## config.mk

```make
export PLATFORM = sky130hd
export DESIGN_NAME = contiguous_page_bitmap_allocator_core
export DESIGN_NICKNAME = d
export VERILOG_FILES = /design/src/rtl/core/cpba_pkg.sv /design/src/rtl/core/cpba_scan.sv /design/src/rtl/core/contiguous_page_bitmap_allocator_core.sv
export SDC_FILE = /design/constraint.sdc
export NUM_CORES = 2
export LEC_CHECK = 0
export BUFFER_PORTS_ARGS = -buffer_cell sky130_fd_sc_hd__buf_2
export CAP_MARGIN = 0
export CORE_AREA = 2 2 368 370
export DETAILED_ROUTE_END_ITERATION = 12
export DIE_AREA = 0 0 370 372
export GPL_ROUTABILITY_DRIVEN = 0
export MAX_ROUTING_LAYER = met4
export PLACE_DENSITY = 0.71
export SETUP_SLACK_MARGIN = 0.05
export SLEW_MARGIN = 20
export SYNTH_ARGS = -nofsm -noshare
export SYNTH_HDL_FRONTEND = slang
export SYNTH_SLANG_ARGS = --single-unit
```

## constraint.sdc

```tcl
create_clock -name aclk -period 11.66 [get_ports aclk]
set_input_delay 0.583 -clock aclk [delete_from_list [all_inputs] [get_ports aclk]]
set_output_delay 0.583 -clock aclk [all_outputs]
set_load 0.03 [all_outputs]
```

## src/rtl/core/cpba_pkg.sv

```systemverilog
`default_nettype none
// ----------------------------------------------------------------------------
// cpba_pkg
// Shared types and constants of the contiguous page bitmap allocator.
// ----------------------------------------------------------------------------
package cpba_pkg;

    // bitmap memory word: one bit per page, 1 = busy
    localparam int WORD_BITS = 32;
    localparam int OFF_W     = 5;

    // field widths
    localparam int PAGE_W  = 36;
    localparam int COUNT_W = 11;

    // request kinds
    localparam logic OP_ALLOC = 1'b0;
    localparam logic OP_FREE  = 1'b1;

    // configuration register indexes
    localparam logic CFG_BASE  = 1'b0;
    localparam logic CFG_PAGES = 1'b1;

    localparam logic [COUNT_W-1:0] PAGES_RESET = 11'd1024;

    typedef enum logic [1:0] {
        STAT_OK      = 2'd0,
        STAT_NOSPACE = 2'd1,
        STAT_RANGE   = 2'd2,
        STAT_DOUBLE  = 2'd3
    } status_t;

    // outcome of evaluating one bitmap word during the first-fit scan
    typedef struct packed {
        logic               hit;
        logic [OFF_W-1:0]   pos;
        logic [COUNT_W-1:0] run_out;
    } scan_res_t;

endpackage : cpba_pkg
`default_nettype wire

```

## src/rtl/core/cpba_scan.sv

```systemverilog
`default_nettype none
// ----------------------------------------------------------------------------
// cpba_scan
// Evaluates one bitmap word for the first-fit search: free-run length at
// every bit, first bit where the run reaches the requested count.
// ----------------------------------------------------------------------------
module cpba_scan #(
    parameter int AW = 5
) (
    input  wire logic [cpba_pkg::WORD_BITS-1:0]  word,
    input  wire logic [AW-1:0]                   word_addr,
    input  wire logic [cpba_pkg::COUNT_W-1:0]    run_in,
    input  wire logic [cpba_pkg::COUNT_W-1:0]    count,
    input  wire logic [AW+cpba_pkg::OFF_W:0]     limit,
    output cpba_pkg::scan_res_t                  res
);
    import cpba_pkg::*;

    localparam int LIM_W = AW + OFF_W + 1;

    logic [COUNT_W:0]   run_arr [WORD_BITS];
    logic [WORD_BITS-1:0] hit_vec;

    // run length at bit j: from the last busy bit at or below j, or
    // carried in from earlier words when the prefix is all free
    always_comb begin
        logic seen;
        int   lb;
        for (int j = 0; j < WORD_BITS; j++) begin
            seen = 1'b0;
            lb   = 0;
            for (int k = 0; k <= j; k++) begin
                if (word[k]) begin
                    seen = 1'b1;
                    lb   = k;
                end
            end
            if (seen) begin
                run_arr[j] = (COUNT_W+1)'(j - lb);
            end else begin
                run_arr[j] = {1'b0, run_in} + (COUNT_W+1)'(j + 1);
            end
            hit_vec[j] = (LIM_W'({1'b0, word_addr, OFF_W'(j)}) < limit)
                      && (run_arr[j] >= {1'b0, count});
        end
    end

    always_comb begin
        res.hit     = |hit_vec;
        res.pos     = '0;
        res.run_out = run_arr[WORD_BITS-1][COUNT_W-1:0];
        for (int j = WORD_BITS - 1; j >= 0; j--) begin
            if (hit_vec[j]) begin
                res.pos = OFF_W'(j);
            end
        end
    end

endmodule : cpba_scan
`default_nettype wire

```

## src/rtl/core/contiguous_page_bitmap_allocator_core.sv

```systemverilog
`default_nettype none
// ----------------------------------------------------------------------------
// contiguous_page_bitmap_allocator_core
// First-fit contiguous page allocator over a busy bitmap held in block RAM.
// ----------------------------------------------------------------------------
// The busy map lives in a RAM of 32-page words (one read and one write port,
// registered read). One request is handled at a time. An allocate streams
// the map from word 0, one word per cycle, and stops at the first free run of
// page_count pages; it then read-modify-writes the words of that run. The
// scan reads at most ceil(active_pages/32) words. A free checks every word of
// the run, then clears them in a second pass; a double free stops the check
// early. A zero-count or oversized allocate is answered from the decode state,
// a range error or a zero-count free from the bound check, without reading the
// map. The result word shows up in the same cycle as the next request can be
// taken. After reset the RAM is swept to zero, one word per cycle; no request
// word is taken during that sweep, but configuration writes are. The result
// word sits in an output register, so the next request can enter while it
// waits. Configuration writes must be made while the block is idle.
// ----------------------------------------------------------------------------
module contiguous_page_bitmap_allocator_core #(
    parameter int POOL_PAGES = 1024
) (
    input  wire logic                              aclk,
    input  wire logic                              aresetn,
    // configuration
    input  wire logic                              cfg_we,
    input  wire logic [0:0]                        cfg_index,
    input  wire logic [cpba_pkg::PAGE_W-1:0]       cfg_wdata,
    // request words
    input  wire logic                              s_valid,
    output logic                                   s_ready,
    input  wire logic                              s_op,
    input  wire logic [cpba_pkg::COUNT_W-1:0]      s_page_count,
    input  wire logic [cpba_pkg::PAGE_W-1:0]       s_page_number,
    // result words
    output logic                                   m_valid,
    input  wire logic                              m_ready,
    output logic [1:0]                             m_status,
    output logic [cpba_pkg::PAGE_W-1:0]            m_first_page
);
    import cpba_pkg::*;

    localparam int DEPTH = (POOL_PAGES + WORD_BITS - 1) / WORD_BITS;
    localparam int AW    = (DEPTH > 1) ? $clog2(DEPTH) : 1;
    localparam int IX_W  = AW + OFF_W;                       // page index
    localparam int LIM_W = IX_W + 1;                         // page count in pool
    localparam int SW    = ((IX_W > COUNT_W) ? IX_W : COUNT_W) + 1;

    typedef enum logic [3:0] {
        S_CLEAR,    // post-reset RAM sweep
        S_IDLE,
        S_DECODE,
        S_BOUND,    // free range check
        S_SCAN,     // first-fit search
        S_MARK,     // set busy bits of the found run
        S_CHECK,    // free: all pages busy?
        S_FREE,     // free: clear the run
        S_DONE
    } state_t;

    // ---------------- bitmap RAM ----------------
    logic [WORD_BITS-1:0] mem [DEPTH];
    logic [WORD_BITS-1:0] rd_data_reg;
    logic                 mem_we;
    logic [AW-1:0]        mem_wa;
    logic [WORD_BITS-1:0] mem_wd;
    logic [AW-1:0]        mem_ra;

    always_ff @(posedge aclk) begin
        if (mem_we) begin
            mem[mem_wa] <= mem_wd;
        end
        rd_data_reg <= mem[mem_ra];
    end

    // ---------------- registers ----------------
    state_t               state_reg, state_next;
    logic [PAGE_W-1:0]    base_reg, base_next;
    logic [COUNT_W-1:0]   pages_reg, pages_next;
    logic [AW-1:0]        addr_reg, addr_next;          // next word to read
    logic                 issue_done_reg, issue_done_next;
    logic                 pend_reg, pend_next;          // read data valid
    logic [AW-1:0]        pend_addr_reg, pend_addr_next;
    logic                 m_valid_reg, m_valid_next;

    // payload, no reset
    logic                 op_reg, op_next;
    logic [COUNT_W-1:0]   cnt_reg, cnt_next;
    logic [PAGE_W-1:0]    page_reg, page_next;
    logic [PAGE_W-1:0]    local_reg, local_next;
    logic                 below_reg, below_next;
    logic [COUNT_W-1:0]   run_reg, run_next;
    logic [IX_W-1:0]      lo_reg, lo_next;
    logic [IX_W-1:0]      hi_reg, hi_next;
    status_t              res_status_reg, res_status_next;
    logic [PAGE_W-1:0]    res_first_reg, res_first_next;
    logic [1:0]           m_status_reg, m_status_next;
    logic [PAGE_W-1:0]    m_first_reg, m_first_next;

    // ---------------- derived values ----------------
    logic [LIM_W-1:0]     limit;
    logic [LIM_W-1:0]     lim_m1;
    logic [AW-1:0]        last_word;
    logic [AW-1:0]        lo_word, hi_word, end_word;
    logic [WORD_BITS-1:0] run_mask;
    logic                 walking;
    logic                 rd_en;
    logic [PAGE_W-1:0]    lim36;
    logic                 range_err;
    logic [SW-1:0]        start_full;
    logic [SW-1:0]        hi_full;
    logic [IX_W-1:0]      hit_idx;
    scan_res_t            scan_res;

    // effective pool size: min(pool_pages, POOL_PAGES)
    always_comb begin
        if (32'(pages_reg) > POOL_PAGES) begin
            limit = LIM_W'(POOL_PAGES);
        end else begin
            limit = LIM_W'(pages_reg);
        end
    end

    assign lim_m1    = limit - LIM_W'(1);
    assign last_word = AW'(lim_m1 >> OFF_W);
    assign lo_word   = lo_reg[IX_W-1:OFF_W];
    assign hi_word   = hi_reg[IX_W-1:OFF_W];
    assign end_word  = (state_reg == S_SCAN) ? last_word : hi_word;
    assign lim36     = PAGE_W'(limit);

    // bits of word pend_addr_reg that fall inside [lo, hi]
    always_comb begin
        logic [WORD_BITS-1:0] mlo, mhi;
        mlo = (pend_addr_reg == lo_word) ? ({WORD_BITS{1'b1}} << lo_reg[OFF_W-1:0])
                                         : {WORD_BITS{1'b1}};
        mhi = (pend_addr_reg == hi_word)
            ? ({WORD_BITS{1'b1}} >> (OFF_W'(WORD_BITS - 1) - hi_reg[OFF_W-1:0]))
            : {WORD_BITS{1'b1}};
        run_mask = mlo & mhi;
    end

    cpba_scan #(
        .AW (AW)
    ) u_scan (
        .word      (rd_data_reg),
        .word_addr (pend_addr_reg),
        .run_in    (run_reg),
        .count     (cnt_reg),
        .limit     (limit),
        .res       (scan_res)
    );

    // run found ends at hit_idx; it starts count-1 pages earlier
    assign hit_idx    = {pend_addr_reg, scan_res.pos};
    assign start_full = SW'(hit_idx) + SW'(1) - SW'(cnt_reg);
    assign hi_full    = SW'(local_reg[IX_W-1:0]) + SW'(cnt_reg) - SW'(1);

    assign range_err = below_reg || (local_reg > lim36)
                    || (PAGE_W'(cnt_reg) > (lim36 - local_reg));

    assign walking = (state_reg == S_SCAN) || (state_reg == S_MARK)
                  || (state_reg == S_CHECK) || (state_reg == S_FREE);
    assign rd_en   = walking && !issue_done_reg;
    assign mem_ra  = addr_reg;

    // ---------------- next state ----------------
    always_comb begin
        state_next      = state_reg;
        base_next       = base_reg;
        pages_next      = pages_reg;
        addr_next       = addr_reg;
        issue_done_next = issue_done_reg;
        pend_next       = rd_en;
        pend_addr_next  = addr_reg;
        m_valid_next    = m_valid_reg && !m_ready;
        op_next         = op_reg;
        cnt_next        = cnt_reg;
        page_next       = page_reg;
        local_next      = local_reg;
        below_next      = below_reg;
        run_next        = run_reg;
        lo_next         = lo_reg;
        hi_next         = hi_reg;
        res_status_next = res_status_reg;
        res_first_next  = res_first_reg;
        m_status_next   = m_status_reg;
        m_first_next    = m_first_reg;
        mem_we          = 1'b0;
        mem_wa          = pend_addr_reg;
        mem_wd          = rd_data_reg | run_mask;

        if (cfg_we) begin
            if (cfg_index[0] == CFG_BASE) begin
                base_next = cfg_wdata;
            end else begin
                pages_next = cfg_wdata[COUNT_W-1:0];
            end
        end

        // streaming reads: one word per cycle up to end_word
        if (rd_en) begin
            if (addr_reg == end_word) begin
                issue_done_next = 1'b1;
            end else begin
                addr_next = addr_reg + AW'(1);
            end
        end

        case (state_reg)
            S_CLEAR: begin
                mem_we = 1'b1;
                mem_wa = addr_reg;
                mem_wd = '0;
                if (addr_reg == AW'(DEPTH - 1)) begin
                    addr_next  = '0;
                    state_next = S_IDLE;
                end else begin
                    addr_next = addr_reg + AW'(1);
                end
            end
            S_IDLE: begin
                if (s_valid) begin
                    op_next    = s_op;
                    cnt_next   = s_page_count;
                    page_next  = s_page_number;
                    state_next = S_DECODE;
                end
            end
            S_DECODE: begin
                res_first_next = '0;
                below_next     = page_reg < base_reg;
                local_next     = page_reg - base_reg;
                addr_next       = '0;
                issue_done_next = 1'b0;
                pend_next       = 1'b0;
                run_next        = '0;
                if (op_reg == OP_FREE) begin
                    state_next = S_BOUND;
                end else if (cnt_reg == '0 || SW'(cnt_reg) > SW'(limit)) begin
                    res_status_next = STAT_NOSPACE;
                    state_next      = S_DONE;
                end else begin
                    state_next = S_SCAN;
                end
            end
            S_BOUND: begin
                lo_next = local_reg[IX_W-1:0];
                hi_next = hi_full[IX_W-1:0];
                if (range_err) begin
                    res_status_next = STAT_RANGE;
                    state_next      = S_DONE;
                end else if (cnt_reg == '0) begin
                    res_status_next = STAT_OK;
                    state_next      = S_DONE;
                end else begin
                    addr_next       = local_reg[IX_W-1:OFF_W];
                    issue_done_next = 1'b0;
                    pend_next       = 1'b0;
                    state_next      = S_CHECK;
                end
            end
            S_SCAN: begin
                if (pend_reg) begin
                    run_next = scan_res.run_out;
                    if (scan_res.hit) begin
                        lo_next         = start_full[IX_W-1:0];
                        hi_next         = hit_idx;
                        addr_next       = start_full[IX_W-1:OFF_W];
                        issue_done_next = 1'b0;
                        pend_next       = 1'b0;
                        state_next      = S_MARK;
                    end else if (pend_addr_reg == last_word) begin
                        res_status_next = STAT_NOSPACE;
                        state_next      = S_DONE;
                    end
                end
            end
            S_MARK: begin
                if (pend_reg) begin
                    mem_we = 1'b1;
                    mem_wd = rd_data_reg | run_mask;
                    if (pend_addr_reg == hi_word) begin
                        res_status_next = STAT_OK;
                        res_first_next  = base_reg + PAGE_W'(lo_reg);
                        state_next      = S_DONE;
                    end
                end
            end
            S_CHECK: begin
                if (pend_reg) begin
                    if ((rd_data_reg & run_mask) != run_mask) begin
                        res_status_next = STAT_DOUBLE;
                        state_next      = S_DONE;
                    end else if (pend_addr_reg == hi_word) begin
                        addr_next       = lo_word;
                        issue_done_next = 1'b0;
                        pend_next       = 1'b0;
                        state_next      = S_FREE;
                    end
                end
            end
            S_FREE: begin
                if (pend_reg) begin
                    mem_we = 1'b1;
                    mem_wd = rd_data_reg & ~run_mask;
                    if (pend_addr_reg == hi_word) begin
                        res_status_next = STAT_OK;
                        state_next      = S_DONE;
                    end
                end
            end
            S_DONE: begin
                // hand over once the output register is free
                if (!m_valid_reg || m_ready) begin
                    m_valid_next  = 1'b1;
                    m_status_next = res_status_reg;
                    m_first_next  = res_first_reg;
                    state_next    = S_IDLE;
                end
            end
            default: begin
                state_next = S_IDLE;
            end
        endcase
    end

    // control state
    always_ff @(posedge aclk) begin
        if (!aresetn) begin
            state_reg      <= S_CLEAR;
            base_reg       <= '0;
            pages_reg      <= PAGES_RESET;
            addr_reg       <= '0;
            issue_done_reg <= 1'b0;
            pend_reg       <= 1'b0;
            m_valid_reg    <= 1'b0;
        end else begin
            state_reg      <= state_next;
            base_reg       <= base_next;
            pages_reg      <= pages_next;
            addr_reg       <= addr_next;
            issue_done_reg <= issue_done_next;
            pend_reg       <= pend_next;
            m_valid_reg    <= m_valid_next;
        end
    end

    // payload
    always_ff @(posedge aclk) begin
        pend_addr_reg  <= pend_addr_next;
        op_reg         <= op_next;
        cnt_reg        <= cnt_next;
        page_reg       <= page_next;
        local_reg      <= local_next;
        below_reg      <= below_next;
        run_reg        <= run_next;
        lo_reg         <= lo_next;
        hi_reg         <= hi_next;
        res_status_reg <= res_status_next;
        res_first_reg  <= res_first_next;
        m_status_reg   <= m_status_next;
        m_first_reg    <= m_first_next;
    end

    assign s_ready      = (state_reg == S_IDLE);
    assign m_valid      = m_valid_reg;
    assign m_status     = m_status_reg;
    assign m_first_page = m_first_reg;

    // ---------------- assertions ----------------
    // map is only written by the sweep and the two write-back passes
    a_no_write_when_reading: assert property (@(posedge aclk) disable iff (!aresetn)
        (state_reg == S_IDLE || state_reg == S_SCAN || state_reg == S_CHECK) |-> !mem_we)
        else $error("bitmap written outside a write pass");

    // a found run spans exactly the requested count
    a_run_length: assert property (@(posedge aclk) disable iff (!aresetn)
        (state_reg == S_SCAN && pend_reg && scan_res.hit)
        |=> (SW'(hi_reg) - SW'(lo_reg) + SW'(1) == SW'(cnt_reg)))
        else $error("allocated run length differs from count");

    a_run_order: assert property (@(posedge aclk) disable iff (!aresetn)
        (state_reg == S_MARK || state_reg == S_CHECK || state_reg == S_FREE)
        |-> (lo_reg <= hi_reg))
        else $error("run bounds inverted");

    a_result_source: assert property (@(posedge aclk) disable iff (!aresetn)
        $rose(m_valid_reg) |-> ($past(state_reg) == S_DONE))
        else $error("result word raised outside the done state");

    a_no_accept_in_sweep: assert property (@(posedge aclk) disable iff (!aresetn)
        (state_reg == S_CLEAR) |-> (!s_ready && mem_we))
        else $error("request accepted during the clearing sweep");

endmodule : contiguous_page_bitmap_allocator_core
`default_nettype wire

```

; ---- Word-level counts from Yosys, hierarchy flattened
; Memories as Yosys holds them, arrays and structs flattened. A register that Yosys moved wholly into a read port is not among the register bits.
; Cells that the tools add are included.
; W data, S select, Z words.
[op_classes]
add_sub_neg = 73
magnitude_cmp = 69
eq_ne = 32
shifts = 2
mux = 208
bitwise = 6
reduce_logical = 61
[ops]
columns = operator, count
row1 = $mux W12, 60
row2 = $ge A12 B11 Y1, 32
row3 = $lt A10 B11 Y1, 32
row4 = $mux W5, 44
row5 = $add A11 B5 Y12 const B, 16
row6 = $sub A6 B12 Y12 const A, 16
row7 = $add A11 B4 Y12 const B, 8
row8 = $and A32 B32 Y32, 3
row9 = $mux W32, 3
row10 = $sub A5 B12 Y12 const A, 8
row11 = $mux W36, 2
row12 = $pmux W36 S2, 1
row13 = $pmux W32 S2, 1
row14 = $mux W4, 15
row15 = $mux W1, 54
row16 = $add A11 B3 Y12 const B, 4
row17 = $sub A4 B12 Y12 const A, 4
row18 = $mux W10, 4
row19 = $pmux W10 S2, 2
row20 = $add A36 B10 Y36, 1
row21 = $gt A11 B36 Y1, 1
row22 = $gt A36 B11 Y1, 1
row23 = $lt A36 B36 Y1, 1
row24 = $sub A11 B36 Y36, 1
row25 = other kinds (52), 137
[word_totals]
regBits = 256
ramBits = 1024
word_cells = 472
mem_count = 1
[memory_table]
columns = memory, words, word_bits, read_ports, rd_clocked_by_memory_dff, wr, line
row1 = mem, 32, 32, 1, 1, 1, contiguous_page_bitmap_allocator_core.sv:62  ; logic [WORD_BITS-1:0] mem [DEPTH];

; ---- Depth between registers and ports, before layout
[depth]
depth_word = 72
ltp_mapped = 45

; ---- Hierarchy
; From an unflattened synthesis, not the netlist that was laid out.
[unflattened]
cells_unflattened = 5715
hier_area_um2 = 72640.9
[modules_own_cells]
columns = mod, instances, cells_each, area_per_inst_um2
row1 = contiguous_page_bitmap_allocator_core, 1, 3348, 56305.3
row2 = cpba_scan, 1, 2367, 16335.7

; ---- Worst setup path after synthesis
; No wires, ideal clock.
[synth_timing]
kind = register to register
start = register rd_data_reg[4], read port of mem
end = register addr_reg[4]
t_arrival_ns = 7.588
required_ns = 11.591
path_slack_ns = 4.003
path_stages_with_launch = 42
path_buffers = 1
synth_period_minus_slack_ns = 7.657
cell_sequence = dfxtp_1 > clkbuf_1 > nor2_1 > a211oi_1 > o21ai_1 > a21boi_0 > o21ai_1 > nand2_1 > a21oi_1 > or2_2 > ha_1 > nor2_1 > nor2_1 > ha_1 > a21oi_1 > ha_1 > a21o_1 > a2111oi_0 > [... 6 more ...] > o41ai_1 > nor2b_1 > ha_1 > inv_1 > ha_1 > inv_1 > fa_1 > inv_1 > a21oi_1 > o21bai_1 > a21oi_1 > o21bai_1 > a21o_1 > a21oi_1 > xnor2_1 > a211oi_1 > a221o_1 > o21ai_1
[synth_between]
elab_chain_len = 69
[synth_lines]
columns = element, line
row1 = from (decl), contiguous_page_bitmap_allocator_core.sv:63  ; logic [WORD_BITS-1:0] rd_data_reg;
row2 = $mux W12 (28 in series), cpba_scan.sv:33  ; if (word[k]) begin
row3 = $sub A6 B12 Y12, cpba_scan.sv:39  ; run_arr[j] = (COUNT_W+1)'(j - lb);
row4 = $mux W12, cpba_scan.sv:38  ; if (seen) begin
row5 = $ge A12 B11 Y1, cpba_scan.sv:44  ; && (run_arr[j] >= {1'b0, count});
row6 = $logic_and A1 B1 Y1, cpba_scan.sv:44
row7 = $mux W5 (32 in series), cpba_scan.sv:53  ; if (hit_vec[j]) begin
row8 = $add A10 B1 Y10, contiguous_page_bitmap_allocator_core.sv:155  ; assign start_full = SW'(hit_idx) + SW'(1) - SW'(cnt_reg);
row9 = $sub A10 B10 Y10, contiguous_page_bitmap_allocator_core.sv:155
row10 = $mux W5, contiguous_page_bitmap_allocator_core.sv:265  ; if (scan_res.hit) begin
row11 = $mux W5, contiguous_page_bitmap_allocator_core.sv:263  ; if (pend_reg) begin
row12 = $pmux W5 S5 *, contiguous_page_bitmap_allocator_core.sv:209  ; case (state_reg)
row13 = to (signal assigned), contiguous_page_bitmap_allocator_core.sv:341  ; addr_reg <= addr_next;
row14 = to (decl), contiguous_page_bitmap_allocator_core.sv:80  ; logic [AW-1:0] addr_reg, addr_next;
; Every way passes the cells marked *; elsewhere a longest branch is shown, timed or not.
; A chain may end at the register's enable or synchronous reset.

; ---- Worst setup path in the final report
[layout_timing]
start = register rd_data_reg[1], read port of mem
end = register addr_reg[4]
[layout_between]
elab_chain_len = 72
[layout_lines]
columns = element, line
row1 = $mux W1, cpba_scan.sv:33
row2 = $mux W2 (2 in series), cpba_scan.sv:33
row3 = $mux W12 (28 in series), cpba_scan.sv:33
row4 = $sub A6 B12 Y12, cpba_scan.sv:39
row5 = $mux W12, cpba_scan.sv:38
row6 = $ge A12 B11 Y1, cpba_scan.sv:44
row7 = $logic_and A1 B1 Y1, cpba_scan.sv:44
row8 = $mux W5 (32 in series), cpba_scan.sv:53
row9 = $add A10 B1 Y10, contiguous_page_bitmap_allocator_core.sv:155
row10 = $sub A10 B10 Y10, contiguous_page_bitmap_allocator_core.sv:155
row11 = $mux W5, contiguous_page_bitmap_allocator_core.sv:265
row12 = $mux W5, contiguous_page_bitmap_allocator_core.sv:263
row13 = $pmux W5 S5 *, contiguous_page_bitmap_allocator_core.sv:209
; Marks and branches as above.

==> metrics.txt <==
status=complete, no violations; Synth top area share=0.501; Layout fillers=10200; Layout Nets=6543; RSZ-0062 raised after global routing=false; io pins=130; Port Buffers=129; Netlist cell types=117; Post-synth EDFFs=1216; layout cells sized above 1=0.164; Cells on Worst Hold Path=1; kind of critical path=register to register; number of vias per cell=6.75; DRT iter0 DRCs=7308; setup TNS=0 ns; Antenna Nets Post-Route=0; Post-Syn Area per Cell=12.7 um2; drt first pass iters=7; Worst-Skew Late Latency=0.78 ns; Rows=135; Async SR Flop Fraction=0; required time worst endpoint=12.35 ns; via count=52700; CP Capture Type=register; crit path DAT=10.28 ns; critical path's largest stage delay=0.75 ns; pwr dens=251 mW/mm2; crit path launch type=register; cell taking the most area after synthesis=edfxtp_1; Register-to-Register Setup Slack=2.07 ns; leakage=28.5 nW; Total GRT Usage=0.344; CP Max Fanout=10; Storage cell area=0.0385 mm2; full die area=0.138 mm2; Num CTS Buffers=133; CTS tree=built; clk sinks=1312; total grt overflow=0; area of the multi-input gates=0.0332 mm2; core area=0.134 mm2; Synth Flop Type=edfxtp_1; DPL Wire Length=142 mm; Yosys Warn Count=0; HP Class=input port to register; Hold Path Sink=page_reg[7]; Total Routed Length=232 mm; critical path's most frequent cell=a21oi_1; fin util=0.605; # DRC=0; Starting Density=0.543; most common cell after layout, fill and taps aside=edfxtp_1; Die X=370 um; Worst Reg-to-Reg Cells=41; Tightest Pin Transition=1.33 ns; HP Start=s_page_number[7]; Seq/Total Area, Yosys=0.527; # Max-Cap Violations=0; first-pass GRT wire length=336 mm; Gate Count Post-Synth=5758; largest register by flop count=mem; peak supply drop=209 uV; Max Fclk=0.104 GHz; worst reg2reg startpoint=rd_data_reg[1]; Die H=372 um; Net Count, Synth=6391; Layout area overhead=11.4%; final setup vio count=0; slew margin rel.=0.102; period utilisation layout=0.823; initial antenna violation count=14; max FFs per register=1024; most frequent cells in the layout=1216 x edfxtp_1, 538 x ha_1, 425 x nor2_1; drt wl/cell=29.7 um; Slowest cell on crit path=a221oi_1; Synth area leaders=edfxtp_1 50%, mux4_2 9.9%, ha_1 9.2%; vias in the first global route=50600; root buffer cell=clkbuf_16; htree depth=4; post_cts resized=0; RR Endpoint=addr_reg[4]; pin count of the biggest net entering global routing=115; clock transition at the registers of the reported paths=0.06 ns; Final Max Tran Viols=0; Yosys reg bits=1312; clk buf depth=3; Fin. Hold Viols=0; Worst Skew=0.0536 ns; Period minus WS final=9.59 ns; Post-Syn Area=0.0729 mm2; crit path from=rd_data_reg[1]
==> worst max-delay path by stage <==
stage,to,slack [ns],cells after the start
final,addr_reg[4],2.07,41
after global routing,addr_reg[4],1.24,41
after CTS,addr_reg[4],2.28,41
after detailed placement,addr_reg[4],2.36,41
after global placement,addr_reg[4],2.66,42
after floorplan,addr_reg[4],4.00,41
==> synthesized netlist by cell type (56+ instances only) <==
master	n
nand2b_1	74
nand2_1	395
nand3_1	97
mux4_2	320
a31oi_1	56
a21o_1	84
a21oi_1	356
inv_1	192
or3_1	66
ha_1	538
nor3_1	98
xnor2_1	204
nor2b_1	66
o21ai_0	291
xor2_1	102
clkbuf_1	232
dfxtp_1	96
edfxtp_1	1216
nor2_1	465
==> where the power goes <==
| group | switching, W | internal, W |
|---|---|---|
| registers | 0.000532 | 0.00657 |
| clock network | 0.00189 | 0.00233 |
| logic | 0.00568 | 0.00333 |
==> cell type report <==
cell class	count	area share
well taps	1781	0.0274
inverters	197	0.00914
repair buffers	311	0.0268
diodes	15	0.000462
clock inverters	71	0.00980
multi-input cells	3955	0.409
flip-flops and latches	1312	0.474
clock buffers	173	0.0438
==> routing by layer <==
metal,global-route usage,wire [um]
met1,0.435,84200
met5,-,0
met3,0.0769,27200
met2,0.526,107000
met4,0.169,13900
==> metrics by stage <==
step	hold slack, ns	std cells	cell area [um2]	power (W)	setup WS [ns]
finish	0.0295	7815	81200	0.0203	2.07
global placement	0.402	7512	76200	0.0155	2.66
global route	0.00428	7811	81200	0.0212	1.24
CTS	0.00151	7794	81000	0.0200	2.28
detailed placement	0.405	7514	76300	0.0157	2.36
floorplan	0.329	5758	72900	0.0127	4.00
==> critical path: cells and delay by family (launching register included) <==
family | cells | cell delay, ns
and+or+nand+nor | 4 | 0.86
adders and majority gates | 5 | 1.13
buffers and inverters | 5 | 0.51
DFF | 1 | 0.53
xor gates and xnor gates | 1 | 0.23
AOI/OAI and AO/OA | 26 | 6.23
==> kinds of logic after synthesis <==
family | after synthesis | share of synthesized area
buf+inv | 491 | 0.0261
simple gates | 1502 | 0.100
compound gates | 1217 | 0.107
xor+xnor | 306 | 0.0368
fa+ha+maj | 543 | 0.0937
flops | 1312 | 0.527
mux | 387 | 0.109
==> repair_timing <==
| item | in CTS | in global routing |
|---|---|---|
| hold buffers | 36 | 0 |
| buffers inserted | 0 | 0 |
| hold endpoints to repair | 36 | 0 |
Power figures use the tool's default switching activity.
